`src/sv/pct_pkg.sv`:
```
// ---------------------------------------------------------------------------
// pct_pkg: shared types and codes for the pulldown cadence tracker
// Class codes, register indexes, classifier result struct and helpers.
// ---------------------------------------------------------------------------
package pct_pkg;

  localparam int FLAG_W  = 10;
  localparam int CODE_W  = 4;
  localparam int CNT_W   = 8;
  localparam int START_W = 24;
  localparam int IN_TDATA_W  = 16;
  localparam int OUT_TDATA_W = 48;
  localparam int NUM_PHASES  = 5;

  // Class codes: 0..4 pulldown phase
  localparam logic [CODE_W-1:0] CODE_NONE = 4'd5;
  localparam logic [CODE_W-1:0] CODE_BOB  = 4'd6;
  localparam logic [CODE_W-1:0] CODE_DINT = 4'd7;
  localparam logic [CODE_W-1:0] CODE_UNK  = 4'd8;

  // Fixed comb patterns
  localparam logic [FLAG_W-1:0] PAT_ALT_ODD  = 10'h2AA;
  localparam logic [FLAG_W-1:0] PAT_ALT_EVEN = 10'h155;
  localparam logic [FLAG_W-1:0] PAT_ALL      = 10'h3FF;
  localparam logic [5:0]        PAT_ALT_HEAD = 6'h2A;

  typedef enum logic [1:0] {
    REG_SEQ_THRESHOLD = 2'd0,
    REG_COMB_RUN_LEN  = 2'd1,
    REG_PAIR_EXTRA    = 2'd2,
    REG_PAIR_MIN      = 2'd3
  } cfg_reg_t;

  typedef struct packed {
    logic [CODE_W-1:0] block_class;
    logic [CODE_W-1:0] cand_low;
    logic [CODE_W-1:0] cand_high;
  } class_result_t;

  function automatic logic [CNT_W-1:0] sat_inc(input logic [CNT_W-1:0] v);
    return (v == {CNT_W{1'b1}}) ? v : v + 1'b1;
  endfunction

endpackage

```
`src/sv/pct_classify.sv`:
```
// ---------------------------------------------------------------------------
// pct_classify: block classifier
// Maps ten comb flags to a raw class and a candidate phase pair.
// ---------------------------------------------------------------------------
module pct_classify
  import pct_pkg::*;
(
  input  logic [FLAG_W-1:0] comb_flags,
  input  logic [3:0]        comb_run_length,
  output class_result_t     result
);

  logic [15:0] have_run;
  logic        long_run;
  logic        e0, e1, e2, e3, e4;

  // have_run[l]: some window of l consecutive combed fields exists
  always_comb begin
    have_run    = '0;
    have_run[0] = 1'b1;
    for (int l = 1; l <= FLAG_W; l++) begin
      for (int s = 0; s + l <= FLAG_W; s++) begin
        if (((comb_flags >> s) & FLAG_W'((1 << l) - 1)) == FLAG_W'((1 << l) - 1)) begin
          have_run[l] = 1'b1;
        end
      end
    end
  end

  assign long_run = have_run[comb_run_length];

  // Fold the two frames of each phase slot together
  assign e0 = comb_flags[0] | comb_flags[5];
  assign e1 = comb_flags[1] | comb_flags[6];
  assign e2 = comb_flags[2] | comb_flags[7];
  assign e3 = comb_flags[3] | comb_flags[8];
  assign e4 = comb_flags[4] | comb_flags[9];

  always_comb begin
    result.block_class = CODE_UNK;
    result.cand_low    = CODE_UNK;
    result.cand_high   = CODE_UNK;
    if (comb_flags == '0) begin
      result = '{CODE_NONE, CODE_NONE, CODE_NONE};
    end else if (comb_flags == PAT_ALL) begin
      result = '{CODE_BOB, CODE_BOB, CODE_BOB};
    end else if (comb_flags == PAT_ALT_ODD || comb_flags == PAT_ALT_EVEN ||
                 comb_flags[5:0] == PAT_ALT_HEAD) begin
      result = '{CODE_DINT, CODE_DINT, CODE_DINT};
    end else if (e0) begin
      result.cand_low  = 4'd3;
      result.cand_high = 4'd4;
      if (e2) result.block_class = 4'd4;
      else if (e3) result.block_class = 4'd3;
    end else if (e1) begin
      result.cand_low  = 4'd1;
      result.cand_high = 4'd2;
      if (e3) result.block_class = 4'd2;
      else if (e4) result.block_class = 4'd1;
    end else if (e2) begin
      result.cand_low  = 4'd0;
      result.cand_high = 4'd4;
      if (e4) result.block_class = 4'd0;
    end else if (e3) begin
      result.cand_low  = 4'd2;
      result.cand_high = 4'd3;
    end else if (e4) begin
      result.cand_low  = 4'd0;
      result.cand_high = 4'd1;
    end
    // A long run of combed fields overrides everything
    if (long_run) begin
      result = '{CODE_BOB, CODE_BOB, CODE_BOB};
    end
  end

endmodule

```
`src/sv/pulldown_cadence_tracker_top.sv`:
```
// ---------------------------------------------------------------------------
// pulldown_cadence_tracker_top: 3:2 pulldown cadence tracker
// Classifies blocks of ten field comb flags and tracks the pulldown phase.
// ---------------------------------------------------------------------------
// The result is registered: m_tvalid rises in the cycle after an input is accepted.
// Throughput: one item per cycle while m_tready is high; the tracker update and the classifier sit
//   between the input handshake and the single result register.
// Reset (rst, synchronous): registers return to 3/3/3/2, no phase adopted,
//   all counters and votes cleared, output empty. No clearing pass is needed.
module pulldown_cadence_tracker_top
  import pct_pkg::*;
#(
  parameter int BLOCK_INDEX_BITS = 20
) (
  input  logic                   clk,
  input  logic                   rst,
  // Input item
  input  logic                   s_tvalid,
  output logic                   s_tready,
  input  logic [IN_TDATA_W-1:0]  s_tdata,   // [9:0] comb_flags, rest zero
  // Result item
  output logic                   m_tvalid,
  input  logic                   m_tready,
  output logic [OUT_TDATA_W-1:0] m_tdata,   // [3:0] block_class,
                                            // [7:4] candidate_low,
                                            // [11:8] candidate_high,
                                            // [15:12] tracked_cadence,
                                            // [16] change_event,
                                            // [40:17] change_start_field
  // Configuration
  input  logic                   cfg_we,
  input  logic [1:0]             cfg_index,
  input  logic [CNT_W-1:0]       cfg_data
);

  localparam int BW = BLOCK_INDEX_BITS;

  // Configuration registers
  logic [CNT_W-1:0] sequence_threshold;
  logic [3:0]       comb_run_length;
  logic [CNT_W-1:0] pair_check_extra;
  logic [CNT_W-1:0] pair_min_votes;

  // Tracker state
  logic [CODE_W-1:0] adopted_phase, adopted_phase_next;
  logic [CODE_W-1:0] previous_class;
  logic [CNT_W-1:0]  agree_count, agree_count_next;
  logic              count_locked, count_locked_next;
  logic              pair_missing, pair_missing_next;
  logic [CNT_W-1:0]  pair_votes [NUM_PHASES];
  logic [CNT_W-1:0]  pair_votes_next [NUM_PHASES];
  logic [CNT_W-1:0]  voted_blocks, voted_blocks_next;
  logic              any_change_made, any_change_made_next;
  logic [BW-1:0]     candidate_start_block, candidate_start_block_next;
  logic [BW-1:0]     block_number;

  // Result register
  logic [CODE_W-1:0]  block_class, candidate_low, candidate_high, tracked_cadence;
  logic               change_event;
  logic [START_W-1:0] change_start_field;

  class_result_t      cls;
  logic               accept;
  logic               event_next;
  logic [BW-1:0]      event_block;
  logic [START_W-1:0] event_block24;
  logic [START_W-1:0] start_next;

  assign s_tready = !m_tvalid || m_tready;
  assign accept   = s_tvalid && s_tready;

  pct_classify u_classify (
    .comb_flags      (s_tdata[FLAG_W-1:0]),
    .comb_run_length (comb_run_length),
    .result          (cls)
  );

  // Tracker update for one block, in the order the decisions are made
  always_comb begin
    logic [CODE_W-1:0] cur, prior, key;
    logic [CNT_W-1:0]  best;
    logic [CNT_W:0]    check_at;

    adopted_phase_next         = adopted_phase;
    agree_count_next           = agree_count;
    count_locked_next          = count_locked;
    pair_missing_next          = pair_missing;
    pair_votes_next            = pair_votes;
    voted_blocks_next          = voted_blocks;
    any_change_made_next       = any_change_made;
    candidate_start_block_next = candidate_start_block;
    event_next                 = 1'b0;
    event_block                = '0;
    key                        = '0;
    best                       = '0;

    cur      = cls.block_class;
    prior    = previous_class;
    check_at = {1'b0, sequence_threshold} + {1'b0, pair_check_extra};

    // A clean block continues whatever phase is adopted
    if (adopted_phase != CODE_UNK && cur == CODE_NONE) cur = adopted_phase;
    if (adopted_phase != CODE_UNK && prior == CODE_NONE) prior = adopted_phase;

    // Unknown block while a phase is held: match against its pair and vote
    if (adopted_phase != CODE_UNK && cur == CODE_UNK) begin
      if (adopted_phase == cls.cand_low) cur = cls.cand_low;
      if (adopted_phase == cls.cand_high) cur = cls.cand_high;
      if (adopted_phase != cls.cand_low && adopted_phase != cls.cand_high) begin
        pair_missing_next = 1'b1;
      end
      if ({1'b0, voted_blocks} >= check_at) begin
        key  = '0;
        best = pair_votes[0];
        for (int k = 1; k < NUM_PHASES; k++) begin
          if (pair_votes[k] > best) begin
            best = pair_votes[k];
            key  = CODE_W'(k);
          end
        end
        if (adopted_phase != key && best > pair_min_votes) begin
          event_next           = 1'b1;
          event_block          = candidate_start_block;
          adopted_phase_next   = key;
          cur                  = key;
          any_change_made_next = 1'b1;
        end
        for (int k = 0; k < NUM_PHASES; k++) pair_votes_next[k] = '0;
        pair_missing_next = 1'b0;
        voted_blocks_next = '0;
        agree_count_next  = '0;
        count_locked_next = 1'b1;
      end
    end

    // Leaving the locked phase: mark where a new candidate run starts
    if (adopted_phase_next != cur && count_locked_next) begin
      candidate_start_block_next = block_number;
      agree_count_next           = '0;
      count_locked_next          = 1'b0;
    end

    // Count agreeing blocks and adopt at the threshold
    if (cur != CODE_UNK && cur == prior && !count_locked_next) begin
      agree_count_next = sat_inc(agree_count_next);
      if (agree_count_next >= sequence_threshold) begin
        if (adopted_phase_next != cur && cur != CODE_NONE) begin
          adopted_phase_next = cur;
          if (!any_change_made_next) candidate_start_block_next = '0;
          event_next           = 1'b1;
          event_block          = candidate_start_block_next;
          any_change_made_next = 1'b1;
          for (int k = 0; k < NUM_PHASES; k++) pair_votes_next[k] = '0;
          pair_missing_next = 1'b0;
          voted_blocks_next = '0;
        end
        agree_count_next  = '0;
        count_locked_next = 1'b1;
      end
    end else if (!count_locked_next) begin
      agree_count_next = '0;
    end

    // Vote for the candidate pair; only phase codes get a vote
    if (pair_missing_next && cur != CODE_NONE) begin
      for (int k = 0; k < NUM_PHASES; k++) begin
        if (cls.cand_low == CODE_W'(k) || cls.cand_high == CODE_W'(k)) begin
          pair_votes_next[k] = sat_inc(pair_votes_next[k]);
        end
      end
      voted_blocks_next = sat_inc(voted_blocks_next);
    end
  end

  // Start field is block index times ten, kept to 24 bits
  assign event_block24 = START_W'(event_block);
  assign start_next    = event_next ? (event_block24 << 3) + (event_block24 << 1) : '0;

  // Configuration writes
  always_ff @(posedge clk) begin
    if (rst) begin
      sequence_threshold <= 8'd3;
      comb_run_length    <= 4'd3;
      pair_check_extra   <= 8'd3;
      pair_min_votes     <= 8'd2;
    end else if (cfg_we) begin
      case (cfg_reg_t'(cfg_index))
        REG_SEQ_THRESHOLD: sequence_threshold <= cfg_data;
        REG_COMB_RUN_LEN:  comb_run_length    <= cfg_data[3:0];
        REG_PAIR_EXTRA:    pair_check_extra   <= cfg_data;
        REG_PAIR_MIN:      pair_min_votes     <= cfg_data;
        default: ;
      endcase
    end
  end

  // Tracker state: advance only on an accepted item
  always_ff @(posedge clk) begin
    if (rst) begin
      adopted_phase         <= CODE_UNK;
      previous_class        <= CODE_UNK;
      agree_count           <= '0;
      count_locked          <= 1'b0;
      pair_missing          <= 1'b0;
      for (int k = 0; k < NUM_PHASES; k++) pair_votes[k] <= '0;
      voted_blocks          <= '0;
      any_change_made       <= 1'b0;
      candidate_start_block <= '0;
      block_number          <= '0;
    end else if (accept) begin
      adopted_phase         <= adopted_phase_next;
      previous_class        <= cls.block_class;
      agree_count           <= agree_count_next;
      count_locked          <= count_locked_next;
      pair_missing          <= pair_missing_next;
      pair_votes            <= pair_votes_next;
      voted_blocks          <= voted_blocks_next;
      any_change_made       <= any_change_made_next;
      candidate_start_block <= candidate_start_block_next;
      block_number          <= block_number + 1'b1;
    end
  end

  // Result register: hold while stalled, load on accept
  always_ff @(posedge clk) begin
    if (rst) begin
      m_tvalid <= 1'b0;
    end else if (accept) begin
      m_tvalid <= 1'b1;
    end else if (m_tready) begin
      m_tvalid <= 1'b0;
    end
  end

  always_ff @(posedge clk) begin
    if (accept) begin
      block_class        <= cls.block_class;
      candidate_low      <= cls.cand_low;
      candidate_high     <= cls.cand_high;
      tracked_cadence    <= adopted_phase_next;
      change_event       <= event_next;
      change_start_field <= start_next;
    end
  end

  assign m_tdata = {7'd0, change_start_field, change_event, tracked_cadence,
                    candidate_high, candidate_low, block_class};

  // Checks
  a_event_has_phase: assert property (@(posedge clk) disable iff (rst)
    (m_tvalid && change_event) |->
      (tracked_cadence != CODE_UNK && tracked_cadence != CODE_NONE))
    else $error("change event without an adopted phase");

  a_quiet_start_zero: assert property (@(posedge clk) disable iff (rst)
    (m_tvalid && !change_event) |-> (change_start_field == '0))
    else $error("start field set without a change event");

  a_adopted_legal: assert property (@(posedge clk) disable iff (rst)
    (adopted_phase <= CODE_UNK) && (adopted_phase != CODE_NONE))
    else $error("adopted phase holds an illegal code");

  a_votes_need_miss: assert property (@(posedge clk) disable iff (rst)
    !pair_missing |-> (voted_blocks == '0))
    else $error("voted blocks counted without a pair miss");

  a_accept_gives_result: assert property (@(posedge clk) disable iff (rst)
    accept |=> m_tvalid)
    else $error("accepted item produced no result");

endmodule
```
`config.mk`:
```
export PLATFORM = sky130hd
export DESIGN_NAME = pulldown_cadence_tracker_top
export DESIGN_NICKNAME = d
export VERILOG_FILES = /design/src/sv/pct_pkg.sv /design/src/sv/pct_classify.sv /design/src/sv/pulldown_cadence_tracker_top.sv
export SDC_FILE = /design/constraint.sdc
export NUM_CORES = 1
export LEC_CHECK = 0
export ABC_CLOCK_PERIOD_IN_PS = 17200
export BUFFER_PORTS_ARGS = -buffer_cell sky130_fd_sc_hd__buf_2
export CAP_MARGIN = 20
export CELL_PAD_IN_SITES_DETAIL_PLACEMENT = 0
export CELL_PAD_IN_SITES_GLOBAL_PLACEMENT = 1
export CORE_UTILIZATION = 47
export DETAILED_ROUTE_END_ITERATION = 10
export PLACE_DENSITY_LB_ADDON = 0.15
export SYNTH_ARGS = -nofsm -noshare
export SYNTH_HDL_FRONTEND = slang
export SYNTH_SLANG_ARGS = --single-unit
```
`constraint.sdc`:
```
create_clock -name clk -period 17.2 [get_ports clk]
set_input_delay 1.72 -clock clk [delete_from_list [all_inputs] [get_ports clk]]
set_output_delay 1.72 -clock clk [all_outputs]
set_load 0.01 [all_outputs]
```
==> metrics.cfg <==
[setup_path]
ff2ff_path_depth=81
cp.buffers_inverters=3
critPathCaptureType=flop
ff2ff_setup_slack_ps=1150
cp_slowest_cell=nor3_1
crit_family=compound AO/OA/AOI/OAI gates
max_stage_delay_ps=550
r2r_end=change_start_field[22]$_SDFFCE_PN0P_
start_kind=flop
cp.required_ps=17400
crit_path_max_fanout=10
regToRegStartpoint=pair_votes[39]$_SDFFE_PP0P_
path_class=reg2reg
arrival_ps=16240
cpMostUsedCell=a21oi_1

[pwr]
vdd_drop_max_mv=0.04911
power_density_mw_per_mm2=68.47
p_leak_nw=5.401
power.total_w=0.0009364

[floorplan]
die_w_um=164.1
rows=58
start_util_pct=48.46
ios=81
dieArea_mm2=0.02692
fp.dieH_um=164.1
core_area_mm2=0.02547

[timing]
final.period_utilization_pct=93.29
setup_ws_ps=1154
hold_slack_ps=457.7
max_freq_mhz=62.32
hold_viol=0
slew_headroom_pct=28.64
tightest_slew_ps=1070
setup_viol=0
drv_slew=0
fin_setup_tns_ps=0
fin_worst_skew_ps=15.80
min_period_ps=16050

[synth]
ys_top_cells_by_area=dfxtp_1 22%, edfxtp_1 9.5%, ha_1 9.0%
synth-seq-cells=175
ys_seq_area_share_pct=31.54
synth_cell_types=96
synth_top_area_share_pct=22.06
syn_inst=1509
synth_largest_area_cell=dfxtp_1
synth_ff_type=dfxtp_1
netlist_area_mm2=0.01234
syn_area_per_cell_um2=8.180
synth_edf_count=39
ys_async_sr_fraction_pct=0
yosysWarnings=0

[detailed_routing]
post_drt_wl_per_cell_um=18.33
drtAntennaViolNets=0
dr.first_iter.drc_count=851
first_pass_iters=5
vias=11536
viasPerCell=6.088
drc=0
routed_wl_um=34740

[clocking]
path_clk_slew_ps=80
cts_root_buf=clkbuf_16
clk_latency_ps=450
cts_sinks=175
cts_buffers=17
cts_buffer_depth=2
cts_tree=built
h-tree-depth=4

[grt]
grt_overflow=0
grt_usage_pct=26.16
antenna_found_initial=0
grt_pass1_vias=10822
grt_pass1_wl_um=55660
grt_start_max_net_pins=78

[min_path]
worstHoldPathCells=2
hold_path_end=pair_min_votes[5]$_SDFFE_PP0P_
hp-class=reg2reg
min_from=pair_min_votes[5]$_SDFFE_PP0P_

[finish]
final_cells=1895
nets=1674
drive_gt1_share_pct=12.59
synthToLayoutAreaGrowth_pct=10.78
fillCellCount=2444
final_common_cell=nand2_1
diodes=0
layout_common_cells=153 x nand2_1, 136 x nor2_1, 136 x dfxtp_1

[placement]
dp.cells=1855
place_ws_ps=761.0
place.gp.congestion=0.8994
portBuffers=66
hpwl_um=24920

[status]
status=finished, final reports clean

[run]
max_cap_viol_count=0

==> tightest hold or removal path, cell delays in order, from the launching register on <==
cell and delay [ps]:
dfxtp_1 320, nand2_1 50, a21oi_1 50
==> kinds of logic after synthesis <==
family,share of synthesized area (%)
simple gates,23.67
flops,31.54
mux,2.047
compound gates,24.15
buf+inv,5.879
xor+xnor,3.335
fa+ha+maj,9.345
other cells,0.03038
==> power breakdown <==
part | internal (W) | leakage, nW | switching, W
Clock | 0.000208 | 0.290 | 0.000196
Sequential | 0.000429 | 1.48 | 0.00000504
Combinational | 0.0000303 | 3.63 | 0.0000678
==> how the worst max path moves through the flow <==
stage / startpoint / end / slack [ps] / depth (start not counted)
6_report: pair_votes[39]$_SDFFE_PP0P_ / change_start_field[22]$_SDFFCE_PN0P_ / 1150 / 81
5_1_grt: pair_votes[39]$_SDFFE_PP0P_ / change_start_field[23]$_SDFFCE_PN0P_ / -40 / 82
4_1_cts: pair_votes[39]$_SDFFE_PP0P_ / change_start_field[22]$_SDFFCE_PN0P_ / 650 / 79
3_5_place_dp: pair_votes[39]$_SDFFE_PP0P_ / change_start_field[22]$_SDFFCE_PN0P_ / 760 / 79
3_3_place_gp: pair_votes[39]$_SDFFE_PP0P_ / change_start_field[23]$_SDFFCE_PN0P_ / 830 / 80
2_1_floorplan: pair_votes[39]$_SDFFE_PP0P_ / change_start_field[23]$_SDFFCE_PN0P_ / 1360 / 86
==> layout make-up <==
class | count | area [um^2] | area share (%)
clock buffer | 18 | 429.2 | 3.138
clock inverter | 14 | 172.7 | 1.263
inverter | 72 | 270.3 | 1.976
multi-input combinational | 1179 | 7836 | 57.30
sequential | 175 | 3894 | 28.47
tap | 330 | 412.9 | 3.019
timing repair buffer | 107 | 660.6 | 4.831
==> cell usage after synthesis, drive strengths merged (6+ instances only) <==
cell	number
a211oi	20
inv	69
o21ai	54
nand2b	12
nand3	82
o21a	10
ha	89
a311oi	6
o32ai	16
a21o	26
buf	43
nand4	30
and4	15
o21bai	14
a22o	20
nor4	12
nor3	44
o211ai	12
a31oi	19
or3	9
xnor2	19
nand3b	7
xor2	28
a21oi	127
nor2b	14
nor2	139
and3	26
nand2	155
o22ai	7
dfxtp	136
a32o	25
or2	9
mux2	10
edfxtp	39
clkbuf	49
and2	18
a41oi	8
mux2i	14
==> registers in the layout, indices dropped and copies added, names as in the netlist, 8 cells and up <==
name and flops:
candidate_start_block 20, agree_count 8, pair_votes 40, voted_blocks 8, pair_check_extra 8, change_start_field 23
block_number 20, sequence_threshold 8, pair_min_votes 8
==> stage by stage <==
stage	utilization, %	area, um^2
after global placement	50.90	12960
after detailed placement	50.96	12980
after CTS	53.32	13580
after global routing	53.69	13680
after floorplan	-	12370
final	53.69	13680
==> timing repair <==
action	4_1_cts	5_1_grt
gates resized for setup	0	9
hold buffers	0	0
setup endpoints to repair	0	10
buffers inserted	0	7
==> layer usage <==
| metal | vias up | wire length, um | track usage, % |
|---|---|---|---|
| li1 | 5685 | - | - |
| met2 | 288 | 16470 | 43.77 |
| met3 | 51 | 1504 | 2.955 |
| met1 | 5512 | 16030 | 34.94 |
| met5 | - | 0 | 0 |
| met4 | 0 | 729 | 8.460 |
(Power assumes the default switching activity.)
